==> config.mk <==
export PLATFORM = sky130hd
export DESIGN_NAME = onewire_rom_search_engine
export DESIGN_NICKNAME = d
export VERILOG_FILES = /design/src/sv/ors_pkg.sv /design/src/sv/ors_cfg.sv /design/src/sv/ors_core.sv /design/src/sv/onewire_rom_search_engine.sv
export SDC_FILE = /design/constraint.sdc
export NUM_CORES = 1
export LEC_CHECK = 0
export ABC_AREA = 1
export BUFFER_PORTS_ARGS = -buffer_cell sky130_fd_sc_hd__buf_2
export CORE_MARGIN = 2
export CORE_UTILIZATION = 35
export CTS_BUF_LIST = sky130_fd_sc_hd__clkbuf_16
export DETAILED_ROUTE_END_ITERATION = 10
export PLACE_DENSITY_LB_ADDON = 0.1
export SLEW_MARGIN = 10
export SYNTH_ARGS = -nofsm -noshare
export SYNTH_HDL_FRONTEND = slang
export SYNTH_SLANG_ARGS = --single-unit
==> constraint.sdc <==
create_clock -name clk -period 5 [get_ports clk]
set_input_delay 0.25 -clock clk [delete_from_list [all_inputs] [get_ports clk]]
set_output_delay 0.25 -clock clk [all_outputs]
set_load 0.05 [all_outputs]
==> src/sv/ors_pkg.sv <==
// Shared types and constants for the 1-Wire Search ROM engine.
`default_nettype none

package ors_pkg;

    // Default ROM code length in bits
    localparam int ROM_BITS_DEF = 64;
    // Fixed port widths
    localparam int ROM_ID_W = 64;
    localparam int COUNT_W  = 8;
    // Configuration port
    localparam int APB_DATA_W = 32;
    localparam int APB_ADDR_W = 3;
    // Reset value of the device limit register
    localparam logic [COUNT_W-1:0] MAX_DEVICES_RST = 8'd8;

    // Configuration register word indexes
    typedef enum logic [0:0] {
        REG_MAX_DEVICES = 1'b0
    } reg_idx_t;

    // Input operation codes
    typedef enum logic [1:0] {
        OP_START    = 2'd0,
        OP_PRESENCE = 2'd1,
        OP_BITS     = 2'd2
    } op_t;

    // Result status codes
    typedef enum logic [2:0] {
        ST_BIT     = 3'd0,
        ST_MORE    = 3'd1,
        ST_LAST    = 3'd2,
        ST_NOPRES  = 3'd3,
        ST_DATAERR = 3'd4,
        ST_CMD     = 3'd5,
        ST_STARTED = 3'd6
    } status_t;

    typedef struct packed {
        logic [1:0] op;
        logic       presence_seen;
        logic       id_bit;
        logic       cmp_bit;
    } item_t;

    typedef struct packed {
        status_t              status;
        logic                 write_bit;
        logic [ROM_ID_W-1:0]  rom_id;
        logic [COUNT_W-1:0]   device_count;
    } result_t;

endpackage

`default_nettype wire

==> src/sv/ors_cfg.sv <==
// APB register block holding the device limit.
`default_nettype none

module ors_cfg (
    input  wire logic                            clk,
    input  wire logic                            rst_n,
    input  wire logic                            psel,
    input  wire logic                            penable,
    input  wire logic                            pwrite,
    input  wire logic [ors_pkg::APB_ADDR_W-1:0]  paddr,
    input  wire logic [ors_pkg::APB_DATA_W-1:0]  pwdata,
    output logic      [ors_pkg::APB_DATA_W-1:0]  prdata,
    output logic                                 pready,
    output logic      [ors_pkg::COUNT_W-1:0]     max_devices
);
    import ors_pkg::*;

    logic [COUNT_W-1:0] max_dev_reg;
    logic               word_hit;
    logic               wr_en;

    // Word decode: byte lanes inside a word select nothing
    assign word_hit = (paddr[APB_ADDR_W-1] == REG_MAX_DEVICES);
    assign wr_en    = psel && penable && pwrite && word_hit;

    always_ff @(posedge clk or negedge rst_n)
    begin
        if (!rst_n)
        begin
            max_dev_reg <= MAX_DEVICES_RST;
        end
        else if (wr_en)
        begin
            max_dev_reg <= pwdata[COUNT_W-1:0];
        end
    end

    // Read mux
    always_comb
    begin
        prdata = '0;
        if (word_hit)
        begin
            prdata = APB_DATA_W'(max_dev_reg);
        end
    end

    assign pready      = 1'b1;
    assign max_devices = max_dev_reg;

endmodule

`default_nettype wire

==> src/sv/ors_core.sv <==
// Search state registers and the combinational step of the ROM tree walk.
`default_nettype none

module ors_core #(
    parameter int ROM_BITS = ors_pkg::ROM_BITS_DEF
) (
    input  wire logic                         clk,
    input  wire logic                         rst_n,
    input  wire logic                         fire,
    input  wire ors_pkg::item_t               item,
    input  wire logic [ors_pkg::COUNT_W-1:0]  max_devices,
    output logic                              res_valid,
    output ors_pkg::result_t                  res
);
    import ors_pkg::*;

    // Positions run from ROM_BITS+1 (search first) down to 0
    localparam int POS_W = $clog2(ROM_BITS + 2);
    localparam logic [POS_W-1:0] POS_FIRST = POS_W'(ROM_BITS + 1);
    localparam logic [POS_W-1:0] POS_FULL  = POS_W'(ROM_BITS);

    logic [ROM_BITS-1:0] rom_shift_reg, rom_shift_next;
    logic [POS_W-1:0]    last_disc_reg, last_disc_next;
    logic [POS_W-1:0]    new_disc_reg,  new_disc_next;
    logic [POS_W-1:0]    bit_pos_reg,   bit_pos_next;
    logic [COUNT_W-1:0]  found_reg,     found_next;
    logic                searching_reg, searching_next;

    logic                both_zero;
    logic                take_one;
    logic                dir_bit;
    logic [POS_W-1:0]    pos_dec;
    logic [POS_W-1:0]    disc_upd;
    logic [ROM_BITS-1:0] shifted;
    logic [COUNT_W-1:0]  found_inc;
    logic                last_dev;

    // Branch choice at the current position
    assign both_zero = !item.id_bit && !item.cmp_bit;
    assign take_one  = (last_disc_reg > bit_pos_reg)
                    || (rom_shift_reg[0] && (last_disc_reg != bit_pos_reg));
    assign dir_bit   = item.id_bit || (both_zero && take_one);
    assign disc_upd  = (both_zero && take_one) ? bit_pos_reg : new_disc_reg;
    assign pos_dec   = bit_pos_reg - POS_W'(1);
    assign shifted   = {dir_bit, rom_shift_reg[ROM_BITS-1:1]};
    assign found_inc = found_reg + COUNT_W'(1);
    assign last_dev  = (disc_upd == '0) || (found_inc >= max_devices);

    // Next state and result
    always_comb
    begin
        rom_shift_next = rom_shift_reg;
        last_disc_next = last_disc_reg;
        new_disc_next  = new_disc_reg;
        bit_pos_next   = bit_pos_reg;
        found_next     = found_reg;
        searching_next = searching_reg;
        res_valid      = 1'b0;
        res.status     = ST_BIT;
        res.write_bit  = 1'b0;
        res.rom_id     = '0;
        if (fire)
        begin
            unique case (item.op)
                OP_START:
                begin
                    found_next     = '0;
                    last_disc_next = POS_FIRST;
                    new_disc_next  = '0;
                    rom_shift_next = '0;
                    bit_pos_next   = '0;
                    searching_next = (max_devices != '0);
                    res_valid      = 1'b1;
                    res.status     = ST_STARTED;
                end
                OP_PRESENCE:
                begin
                    if (searching_reg)
                    begin
                        res_valid = 1'b1;
                        if (!item.presence_seen)
                        begin
                            searching_next = 1'b0;
                            bit_pos_next   = '0;
                            res.status     = ST_NOPRES;
                        end
                        else
                        begin
                            bit_pos_next  = POS_FULL;
                            new_disc_next = '0;
                            res.status    = ST_CMD;
                        end
                    end
                end
                OP_BITS:
                begin
                    if (searching_reg && (bit_pos_reg != '0))
                    begin
                        res_valid = 1'b1;
                        if (item.id_bit && item.cmp_bit)
                        begin
                            searching_next = 1'b0;
                            bit_pos_next   = '0;
                            res.status     = ST_DATAERR;
                        end
                        else
                        begin
                            rom_shift_next = shifted;
                            new_disc_next  = disc_upd;
                            bit_pos_next   = pos_dec;
                            res.write_bit  = dir_bit;
                            if (pos_dec != '0)
                            begin
                                res.status = ST_BIT;
                            end
                            else
                            begin
                                // Last bit of the pass: a device is found
                                found_next     = found_inc;
                                last_disc_next = disc_upd;
                                res.rom_id     = ROM_ID_W'(shifted);
                                if (last_dev)
                                begin
                                    searching_next = 1'b0;
                                    res.status     = ST_LAST;
                                end
                                else
                                begin
                                    res.status = ST_MORE;
                                end
                            end
                        end
                    end
                end
                default:
                begin
                end
            endcase
        end
        res.device_count = found_next;
    end

    always_ff @(posedge clk or negedge rst_n)
    begin
        if (!rst_n)
        begin
            rom_shift_reg <= '0;
            last_disc_reg <= POS_FIRST;
            new_disc_reg  <= '0;
            bit_pos_reg   <= POS_FULL;
            found_reg     <= '0;
            searching_reg <= 1'b0;
        end
        else
        begin
            rom_shift_reg <= rom_shift_next;
            last_disc_reg <= last_disc_next;
            new_disc_reg  <= new_disc_next;
            bit_pos_reg   <= bit_pos_next;
            found_reg     <= found_next;
            searching_reg <= searching_next;
        end
    end

endmodule

`default_nettype wire

==> src/sv/onewire_rom_search_engine.sv <==
// Top level of the 1-Wire Search ROM engine: input register, step core, result register.
`default_nettype none

// Walks the 1-Wire Search ROM tree one bus event per transaction. Each input
// transaction is captured in an input register; when the result register is
// free or draining, a single combinational step updates the search state and
// loads the result register, so one transaction is taken every cycle as long
// as the result side does not stall. Transactions that cause no result
// (presence while idle, bit pairs outside a pass, unknown op) pass through the
// step without output. The device limit is the only register, at byte address
// 0 of the APB port, and should be written while no transaction is in flight.
module onewire_rom_search_engine #(
    parameter int ROM_BITS = ors_pkg::ROM_BITS_DEF
) (
    input  wire logic                            clk,
    input  wire logic                            rst_n,
    // input channel
    input  wire logic                            in_valid,
    output logic                                 in_stall,
    input  wire logic [1:0]                      op,
    input  wire logic                            presence_seen,
    input  wire logic                            id_bit,
    input  wire logic                            cmp_bit,
    // result channel
    output logic                                 out_valid,
    input  wire logic                            out_stall,
    output logic      [2:0]                      status,
    output logic                                 write_bit,
    output logic      [ors_pkg::ROM_ID_W-1:0]    rom_id,
    output logic      [ors_pkg::COUNT_W-1:0]     device_count,
    // configuration
    input  wire logic                            psel,
    input  wire logic                            penable,
    input  wire logic                            pwrite,
    input  wire logic [ors_pkg::APB_ADDR_W-1:0]  paddr,
    input  wire logic [ors_pkg::APB_DATA_W-1:0]  pwdata,
    output logic      [ors_pkg::APB_DATA_W-1:0]  prdata,
    output logic                                 pready
);
    import ors_pkg::*;

    logic               in_valid_reg;
    item_t              in_item_reg;
    logic               out_valid_reg;
    result_t            out_res_reg;
    logic               advance;
    logic               res_valid;
    result_t            res;
    logic [COUNT_W-1:0] max_devices;

    // Register block
    ors_cfg u_cfg (
        .clk         (clk),
        .rst_n       (rst_n),
        .psel        (psel),
        .penable     (penable),
        .pwrite      (pwrite),
        .paddr       (paddr),
        .pwdata      (pwdata),
        .prdata      (prdata),
        .pready      (pready),
        .max_devices (max_devices)
    );

    // Held item moves on when the result register is free or draining
    assign advance  = in_valid_reg && !(out_valid_reg && out_stall);
    assign in_stall = in_valid_reg && out_valid_reg && out_stall;

    // Input register
    always_ff @(posedge clk or negedge rst_n)
    begin
        if (!rst_n)
        begin
            in_valid_reg <= 1'b0;
        end
        else if (!in_stall)
        begin
            in_valid_reg <= in_valid;
        end
    end

    always_ff @(posedge clk)
    begin
        if (!in_stall && in_valid)
        begin
            in_item_reg.op            <= op;
            in_item_reg.presence_seen <= presence_seen;
            in_item_reg.id_bit        <= id_bit;
            in_item_reg.cmp_bit       <= cmp_bit;
        end
    end

    // Search step
    ors_core #(
        .ROM_BITS (ROM_BITS)
    ) u_core (
        .clk         (clk),
        .rst_n       (rst_n),
        .fire        (advance),
        .item        (in_item_reg),
        .max_devices (max_devices),
        .res_valid   (res_valid),
        .res         (res)
    );

    // Result register
    always_ff @(posedge clk or negedge rst_n)
    begin
        if (!rst_n)
        begin
            out_valid_reg <= 1'b0;
        end
        else if (advance)
        begin
            out_valid_reg <= res_valid;
        end
        else if (!out_stall)
        begin
            out_valid_reg <= 1'b0;
        end
    end

    always_ff @(posedge clk)
    begin
        if (advance && res_valid)
        begin
            out_res_reg <= res;
        end
    end

    assign out_valid    = out_valid_reg;
    assign status       = out_res_reg.status;
    assign write_bit    = out_res_reg.write_bit;
    assign rom_id       = out_res_reg.rom_id;
    assign device_count = out_res_reg.device_count;

endmodule

`default_nettype wire

==> impl_metrics.tcl, run 1 <==
set metrics [dict create \
    status "complete, no violations" \
    root_buffer "clkbuf_16" \
    fin_setup_tns_ns 0 \
    die-area_sq_um 24300 \
    netlist_instances 761 \
    rsz0062_at_grt "no" \
    die_x_um 156 \
    slowest_delay_ns 0.88 \
    antenna_found_initial 0 \
    finClkSkew_ns 0.0104 \
    start_util_pct 35.7 \
    p_leak_uw 0.00403 \
    worstReg2RegStart "in_item_reg[3]$_DFFE_PP_" \
    synthArstFlopShare_pct 56.2 \
    route.detailed.drc 0 \
    crit_required_ns 5.28 \
    multi_input_area_sq_um 2350 \
    period_share_pct 66.0 \
    grt_pass1_vias 5298 \
    criticalPathCategory "reg -> reg" \
    drt_iter0_markers 277 \
    max_freq_ghz 0.303 \
    finalSetupViolations 0 \
    wl_um 15700 \
    die_y_um 156 \
    netlist_area_sq_um 8090 \
    clkTransAtPathRegs_ns 0.07 \
    ys_seq_elements 185 \
    track_usage_pct 13.6 \
    arrival_ns 3.58 \
    fp-row-count 55 \
    grt_overflow 0 \
    path_cells "inv_1 > ha_1 > inv_2 > a21oi_1 > clkinv_1 > nor2_4 > buf_4 > o22ai_1" \
    maxCapViolCount 0 \
    num_io_pins 158 \
    cts_resized 0 \
    critPathMaxFanout 46 \
    cts_hold_buf 6 \
    num_vias 5305 \
    yosysTopAreaCell "dfrtp_1" \
    cp-start-kind "register" \
    tightestPinTransition_ns 1.05 \
    portBuffers 106 \
    grt_pass1_wl_um 26400 \
    cts_tree "yes" \
    ys_warn_count 0 \
    crit_buf_inv 4 \
    antenna_cells 0 \
    reg2reg_depth 8 \
    rr_endpoint "u_core.rom_shift_reg[58]$_DFFE_PN0P_" \
    drive_gt1_share_pct 24.1 \
    place_congestion 0.820 \
    period_needed_ns 3.30 \
    synthToLayoutAreaGrowth_pct 16.3 \
    cpMaxStageDelayCell "nor2_4" \
    hold_end "in_valid_reg$_DFFE_PN0N_" \
    dr.pass1.iters 4 \
    synthTopCellsByArea "dfrtp_1 31%, edfxtp_1 30%, inv_1 5.4%" \
    hold_depth 3 \
    core-area_sq_um 22600 \
    cpLargestDelayFamily "buffers and inverters" \
    wire_per_inst_um 13.4 \
    fillers 2184 \
    hpwl_um 10500 \
    seq_area_sq_um 5040 \
    cts_buffer_depth 2 \
    grt_max_degree 77 \
    htree_num_levels 4 \
    detail-route-antenna-nets 0 \
    worst-r2r-setup-slack_ns 1.70 \
    synth.avg_cell_area_sq_um 10.6 \
    synth_top_area_share_pct 30.9 \
    synth_common_cells "116 x inv_1, 100 x dfrtp_1, 81 x edfxtp_1" \
    synth_edf_count 81 \
    fin_nets 937 \
    ys_types 37 \
    slew-limit-headroom_pct 29.9 \
    cts_sinks 185 \
    cellPowerDensity_nw_per_um2 428 \
    synth_flop_cell "dfrtp_1" \
    hold_violations 0 \
    hp-start "in_valid" \
    cts_setup_buffers 0 \
    worstSetupEndpointType "register" \
    via_per_inst 4.55 \
    hold_class "in -> reg" \
    maxSlewViolCount 0 \
    synthMostInstantiatedCell "inv_1" \
    insertion_delay_ns 0.43 \
    peakVddDrop_mv 0.212 \
    cts_made_buffers 17 \
    seq_area_frac_synth_pct 62.3 \
    utilization_pct 41.6 \
]
[how the worst max path moves through the flow]
stage | cells after the start | to | startpoint | slack [ns]
2_1_floorplan | 9 | device_count[0]$_DFFE_PP_ | u_core.bit_pos_reg[0]$_DFFE_PN0P_ | 0.14
3_3_place_gp | 8 | u_core.rom_shift_reg[51]$_DFFE_PN0P_ | in_item_reg[3]$_DFFE_PP_ | 1.69
3_5_place_dp | 8 | u_core.rom_shift_reg[48]$_DFFE_PN0P_ | in_item_reg[3]$_DFFE_PP_ | 1.65
4_1_cts | 8 | u_core.rom_shift_reg[52]$_DFFE_PN0P_ | in_item_reg[3]$_DFFE_PP_ | 1.63
5_1_grt | 8 | u_core.rom_shift_reg[58]$_DFFE_PN0P_ | in_item_reg[3]$_DFFE_PP_ | 1.35
6_report | 8 | u_core.rom_shift_reg[58]$_DFFE_PN0P_ | in_item_reg[3]$_DFFE_PP_ | 1.70
[layout by cell type (no fill, tap or decap), drive strengths merged, types with 2 or more instances in the layout]
master         n
conb          25
a31oi          2
nand4          5
inv          128
a21oi         26
edfxtp        81
clkinv         4
o21ai         36
o22ai         64
dfrtp        100
clkinvlp       4
buf          110
nor3           4
ha            22
nor2         117
nand3         27
nand2         82
dlygate4sd3    6
clkbuf        17
dfstp          4
nor4           2
xor2           9
[kinds of logic (layout without fill, tap and decap cells)]
family	after synthesis	count (layout)	share of synthesized area (%)
and+or+nand+nor	238	238	13.7
DFF	185	185	62.3
buffers and inverters	173	270	9.98
AOI/OAI and AO/OA	131	131	9.47
adders and majority gates	22	22	3.40
xor gates and xnor gates	10	10	1.08
other	2	25	0.0929
[final cells by class]
class	count	area share (%)
clock buffer	17	4.52
multi-input combinational	426	25.0
sequential	185	53.6
inverter	122	4.87
timing repair buffer	116	6.76
tap	285	3.79
clock inverter	15	1.52
[per-stage QoR]
step | instance area [sq um] | std cells | hold WS, ns | total power (uW) | worst slack, ns
4_1_cts | 9410 | 1166 | 0.0159 | 4080 | 1.63
3_3_place_gp | 8780 | 1128 | 0.413 | 2750 | 1.69
3_5_place_dp | 8780 | 1128 | 0.419 | 2760 | 1.65
5_1_grt | 9410 | 1166 | 0.0520 | 4240 | 1.35
2_1_floorplan | 8170 | 784 | -0.0456 | 2560 | 0.137
6_report | 9410 | 1166 | 0.0375 | 4020 | 1.70
[worst register-to-register path, stage by stage (launching register included)]
cell	delay (ns)
edfxtp_1	0.42
inv_1	0.10
ha_1	0.48
inv_2	0.19
a21oi_1	0.26
clkinv_1	0.31
nor2_4	0.88
buf_4	0.41
o22ai_1	0.11
[layer usage]
metal,global-route usage (%),share of wire (%),vias up
li1,-,-,2685
met1,18.4,49,2488
met2,21.7,46,118
met3,3.08,4.4,14
met4,4.15,1.1,0
met5,0,0,-
[power breakdown]
part	switching [uW]	internal, uW	total [uW]
sequential	57.0	1730	1780
clock	606	697	1300
combinational	714	223	937
Power figures use the tool's default switching activity.
==> run 2: changes to the inputs <==
- ABC_AREA: 1 -> 0
- clock period: 5 -> 3.1 ns (I/O delays scaled with it)
==> impl_metrics.tcl, run 2 <==
set metrics [dict create \
    status "complete, no violations" \
    die_x_um 155 \
    worstSetupEndpointType "register" \
    synthTopCellsByArea "dfrtp_1 32%, edfxtp_1 31%, a22o_1 9.2%" \
    intPower_uw 4160 \
    route.detailed.drc 0 \
    synth_common_cells "100 x dfrtp_1, 83 x a22o_1, 81 x edfxtp_1" \
    maxCapViolCount 0 \
    fin_nets 787 \
    finClkSkew_ns 0.0120 \
    synth_flop_cell "dfrtp_1" \
    cts_sinks 185 \
    wire_per_inst_um 15.4 \
    finalSetupViolations 0 \
    hpwl_um 10300 \
    seqPwrFrac_pct 45.9 \
    ys_types 54 \
    arrival_ns 3.06 \
    via_per_inst 4.81 \
    period_needed_ns 2.88 \
    antenna_found_initial 0 \
    p_clk_share_pct 32.9 \
    num_io_pins 158 \
    fp-row-count 55 \
    synthToLayoutAreaGrowth_pct 19.7 \
    max_freq_ghz 0.348 \
    maxSlewViolCount 0 \
    grt_pass1_wl_um 25900 \
    grt_pass1_vias 4861 \
    peakVddDrop_mv 0.332 \
    wl_um 15700 \
    die-area_sq_um 23900 \
    seq_area_frac_synth_pct 63.5 \
    ys_seq_elements 185 \
    insertion_delay_ns 0.43 \
    htree_num_levels 4 \
    track_usage_pct 13.7 \
    synth_top_area_share_pct 31.5 \
    slew-limit-headroom_pct 61.0 \
    root_buffer "clkbuf_16" \
    detail-route-antenna-nets 0 \
    start_util_pct 35.4 \
    place_inst 969 \
    synthMostInstantiatedCell "dfrtp_1" \
    synth.avg_cell_area_sq_um 13.3 \
    critPathMaxFanout 4 \
    cts_setup_buffers 0 \
    clkTransAtPathRegs_ns 0.07 \
    mostFrequentLayoutCells "105 x buf_2, 100 x dfrtp_1, 83 x a22o_1" \
    power_frac_comb_pct 21.2 \
    fin_hold_ws_ns 0.0255 \
    portBuffers 106 \
    place_congestion 0.855 \
    ys_warn_count 0 \
    cts_buffer_depth 2 \
    grt_max_degree 105 \
    crit_required_ns 3.28 \
    stdcell_area_sq_um 9500 \
    cellPowerDensity_nw_per_um2 657 \
    p_switching_uw 2080 \
    antenna_cells 0 \
    netlist_area_sq_um 7940 \
    netlist_instances 598 \
    rsz0062_at_grt "no" \
    layoutNonFillerInstCount 1016 \
    mostFrequentLayoutCell "buf_2" \
    fin_setup_tns_ns 0 \
    hold_class "in -> reg" \
    yosysTopAreaCell "dfrtp_1" \
    period_share_pct 92.8 \
    num_vias 4892 \
    fillers 2105 \
    criticalPathCategory "reg -> reg" \
    drive_gt1_share_pct 24.2 \
    place_area_sq_um 8780 \
    cts_made_buffers 17 \
    cp-start-kind "register" \
    drt_iter0_markers 279 \
    hold_violations 0 \
    synth_edf_count 81 \
    die_y_um 155 \
    synthArstFlopShare_pct 56.2 \
    tightestPinTransition_ns 0.584 \
    switching_share_pct 33.3 \
    grt_overflow 0 \
    core-area_sq_um 22400 \
    dr.pass1.iters 4 \
    cts_tree "yes" \
    p_leak_uw 0.00425 \
]
[run 2: changes by cell type after synthesis, sizes merged, moves of 6 or more]
cell and change:
inv -99, nor2 -87, a22o +83, and2 +65
o22ai -64, nand2 -63, o21ai -21, a21oi -19
nand3 -18, clkbuf +12, buf -9, mux2 +9
xor2 -6
[run 2: what timing repair did]
item                       4_1_cts  5_1_grt
hold endpoints to repair       114        0
setup endpoints to repair        0        2
resized for setup                0        2
hold buffers                    15        0
[run 2: logic make-up (layout without fill, tap and decap cells)]
| logic type | Yosys count | in the layout | synth area share [%] |
|---|---|---|---|
| compound gates | 134 | 134 | 13.9 |
| flops | 185 | 185 | 63.5 |
| fa+ha+maj | 22 | 22 | 3.47 |
| other cells | 2 | 25 | 0.0946 |
| buf+inv | 76 | 186 | 4.97 |
| simple gates | 158 | 158 | 11.4 |
| mux | 14 | 14 | 1.91 |
| xor+xnor | 7 | 7 | 0.773 |
[run 2: power groups by stage]
| stage | combinational [uW] | clock (uW) | sequential, uW |
|---|---|---|---|
| floorplan | 676 | 0 | 3230 |
| global placement | 1310 | 0 | 2910 |
| detailed placement | 1320 | 0 | 2920 |
| CTS | 1340 | 2120 | 2870 |
| global route | 1420 | 2210 | 2880 |
| finish | 1330 | 2050 | 2860 |
[run 2: stage by stage]
stage	power, uW	utilization [%]	setup WS, ns
detailed placement	4240	39.1	0.187
global route	6520	42.3	0.0191
global placement	4220	39.1	0.244
CTS	6330	42.3	0.183
finish	6240	42.3	0.223
floorplan	3910	-	0.213
[run 2: worst paths after layout]
check	start	to	slack, ns	cells past startpoint
max in group asynchronous	rst_n	u_core.rom_shift_reg[55]$_DFFE_PN0P_	2.30	3
min	out_stall	out_valid$_DFFE_PN0P_	0.03	3
min in group asynchronous	rst_n	out_valid$_DFFE_PN0P_	0.32	3
max	u_core.found_reg[0]$_DFF_PN0_	status[1]$_SDFFCE_PN0P_	0.22	10
max reg2reg	u_core.found_reg[0]$_DFF_PN0_	status[1]$_SDFFCE_PN0P_	0.22	10
min reg2reg	u_core.last_disc_reg[6]$_DFFE_PN1P_	u_core.last_disc_reg[6]$_DFFE_PN1P_	0.47	2
[run 2: cell type report]
| cell class | count | area [sq um] | area share [%] |
|---|---|---|---|
| sequential | 185 | 5040 | 53.0 |
| multi-input combinational | 360 | 2620 | 27.5 |
| timing repair buffer | 132 | 841 | 8.85 |
| clock buffer | 17 | 425 | 4.48 |
| tap | 285 | 357 | 3.75 |
| clock inverter | 15 | 140 | 1.48 |
| inverter | 22 | 82.6 | 0.869 |
[run 2: worst max-delay path: stages, from the launching register on]
cell	delay [ns]
dfrtp_1	0.42
ha_1	0.24
and3_1	0.24
xor2_1	0.16
ha_1	0.29
a21o_1	0.19
a2111oi_2	0.34
o21a_1	0.17
o32a_1	0.18
a21boi_0	0.11
o31a_1	0.29
[run 2: layer usage]
| layer | GRT usage [%] | vias to the layer above | wire length (um) |
|---|---|---|---|
| met3 | 3.39 | 17 | 605 |
| met4 | 3.75 | 0 | 197 |
| met1 | 19.0 | 2412 | 7420 |
| li1 | - | 2373 | - |
| met5 | 0 | - | 0 |
| met2 | 21.5 | 90 | 7470 |
==> run 3: changes to the inputs <==
- clock period: 3.1 -> 3.7 ns (I/O delays scaled with it)
==> impl_metrics.tcl, run 3 (same netlist as run 2, synthesis figures left out) <==
set metrics [dict create \
    wire_per_inst_um 15.4 \
    htree_num_levels 4 \
    criticalPathCategory "reg -> reg" \
    portBuffers 106 \
    critPathMaxFanout 76 \
    mostFrequentLayoutCell "buf_2" \
    period_needed_ns 2.92 \
    worstSetupEndpointType "register" \
    finClkSkew_ns 0.0159 \
    crit_required_ns 3.74 \
    cellPowerDensity_nw_per_um2 564 \
    cts_tree "yes" \
    cp-start-kind "register" \
    cts_sinks 185 \
    seq_area_sq_um 5040 \
    wl_um 15600 \
    rsz0062_at_grt "no" \
    finalSetupViolations 0 \
    die_x_um 155 \
    cts_made_buffers 17 \
    core-area_sq_um 22400 \
    arrival_ns 2.96 \
    die_y_um 155 \
    detail-route-antenna-nets 0 \
    place_congestion 0.799 \
    die-area_sq_um 23900 \
    via_per_inst 4.84 \
    hold_class "in -> reg" \
    clkTransAtPathRegs_ns 0.08 \
    cts_setup_buffers 0 \
    max_freq_ghz 0.343 \
    fp-row-count 55 \
    drt_iter0_markers 219 \
    layoutNonFillerInstCount 1013 \
    fillers 2119 \
    num_vias 4902 \
    antenna_found_initial 0 \
    multi_input_area_sq_um 2610 \
    place_inst 966 \
    maxSlewViolCount 0 \
    drive_gt1_share_pct 23.9 \
    slew-limit-headroom_pct 33.7 \
    route.detailed.drc 0 \
    p_leak_uw 0.00423 \
    mostFrequentLayoutCells "105 x buf_2, 100 x dfrtp_1, 83 x a22o_1" \
    antenna_cells 0 \
    grt_pass1_wl_um 26300 \
    num_io_pins 158 \
    synthToLayoutAreaGrowth_pct 19.2 \
    grt_overflow 0 \
    hpwl_um 10300 \
    insertion_delay_ns 0.42 \
    fin_setup_tns_ns 0 \
    start_util_pct 35.4 \
    cts_buffer_depth 2 \
    status "complete, no violations" \
    track_usage_pct 13.8 \
    dr.pass1.iters 4 \
    hold_violations 0 \
    period_share_pct 78.8 \
    maxCapViolCount 0 \
    grt_max_degree 77 \
    peakVddDrop_mv 0.263 \
    tightestPinTransition_ns 0.995 \
    grt_pass1_vias 5084 \
    fin_nets 784 \
    root_buffer "clkbuf_16" \
]
-- run 3: changes by cell type in the layout (fill, tap and decap cells not counted), sizes merged --
cell | previous run | this run
inv | 28 | 26
buf | 117 | 114
bufinv | 0 | 2
-- run 3: path summary, 6_finish.rpt --
check | startpoint | to | slack (ns) | cells past startpoint
setup reg to reg | u_core.bit_pos_reg[1]$_DFFE_PN0P_ | rom_id[57]$_SDFFCE_PP0P_ | 0.78 | 8
hold reg to reg | u_core.last_disc_reg[6]$_DFFE_PN1P_ | u_core.last_disc_reg[6]$_DFFE_PN1P_ | 0.47 | 2
hold / removal | out_stall | out_valid$_DFFE_PN0P_ | 0.05 | 3
min in group asynchronous | rst_n | u_cfg.max_devices[1]$_DFFE_PN0P_ | 0.34 | 2
max in group asynchronous | rst_n | u_core.last_disc_reg[0]$_DFFE_PN1P_ | 2.46 | 3
setup / recovery | u_core.bit_pos_reg[1]$_DFFE_PN0P_ | rom_id[57]$_SDFFCE_PP0P_ | 0.78 | 8
-- run 3: metrics by stage --
step / worst slack [ns] / util [%] / cell area, sq um / hold WS, ns / power, uW
global placement: 0.810 / 38.8 / 8690 / 0.264 / 3510
global route: 0.584 / 42.2 / 9460 / 0.0426 / 5580
finish: 0.784 / 42.2 / 9460 / 0.0518 / 5340
detailed placement: 0.785 / 38.8 / 8690 / 0.275 / 3520
floorplan: 0.813 / - / 8030 / -0.111 / 3270
CTS: 0.768 / 42.2 / 9460 / 0.0374 / 5410
-- run 3: report_power, final --
part | switching, uW | internal, uW
Combinational | 794 | 271
Clock | 835 | 1020
Sequential | 104 | 2310
Total | 1730 | 3600
-- run 3: worst max-delay path: stages, from the launching register on --
cell      delay [ns]
dfrtp_1         0.43
inv_1           0.17
ha_1            0.25
or3b_4          0.43
nor2_1          0.18
nor2_1          0.08
a221oi_1        0.50
nor2_4          0.03
buf_4           0.40
-- run 3: final cells by class --
cell class | instances | area share (%)
Tap cell | 285 | 3.77
Sequential cell | 185 | 53.3
Multi-Input combinational cell | 360 | 27.6
Clock buffer | 17 | 4.50
Timing Repair Buffer | 129 | 7.99
Clock inverter | 15 | 1.98
Inverter | 22 | 0.873
-- run 3: repair_timing --
| item | 4_1_cts | 5_1_grt |
|---|---|---|
| endpoints found under the setup margin | 0 | 0 |
| gates resized for setup | 0 | 0 |
| hold buffers | 15 | 0 |
| hold endpoints to repair | 59 | 0 |
-- run 3: layer usage --
layer / vias up / track usage, % / wire length, um / part of all wire [%]
met2: 94 / 22.5 / 7360 / 47
met3: 15 / 3.17 / 622 / 4.0
met4: 0 / 3.97 / 202 / 1.3
met1: 2424 / 18.5 / 7450 / 48
li1: 2369 / - / - / -
met5: - / 0 / 0 / 0
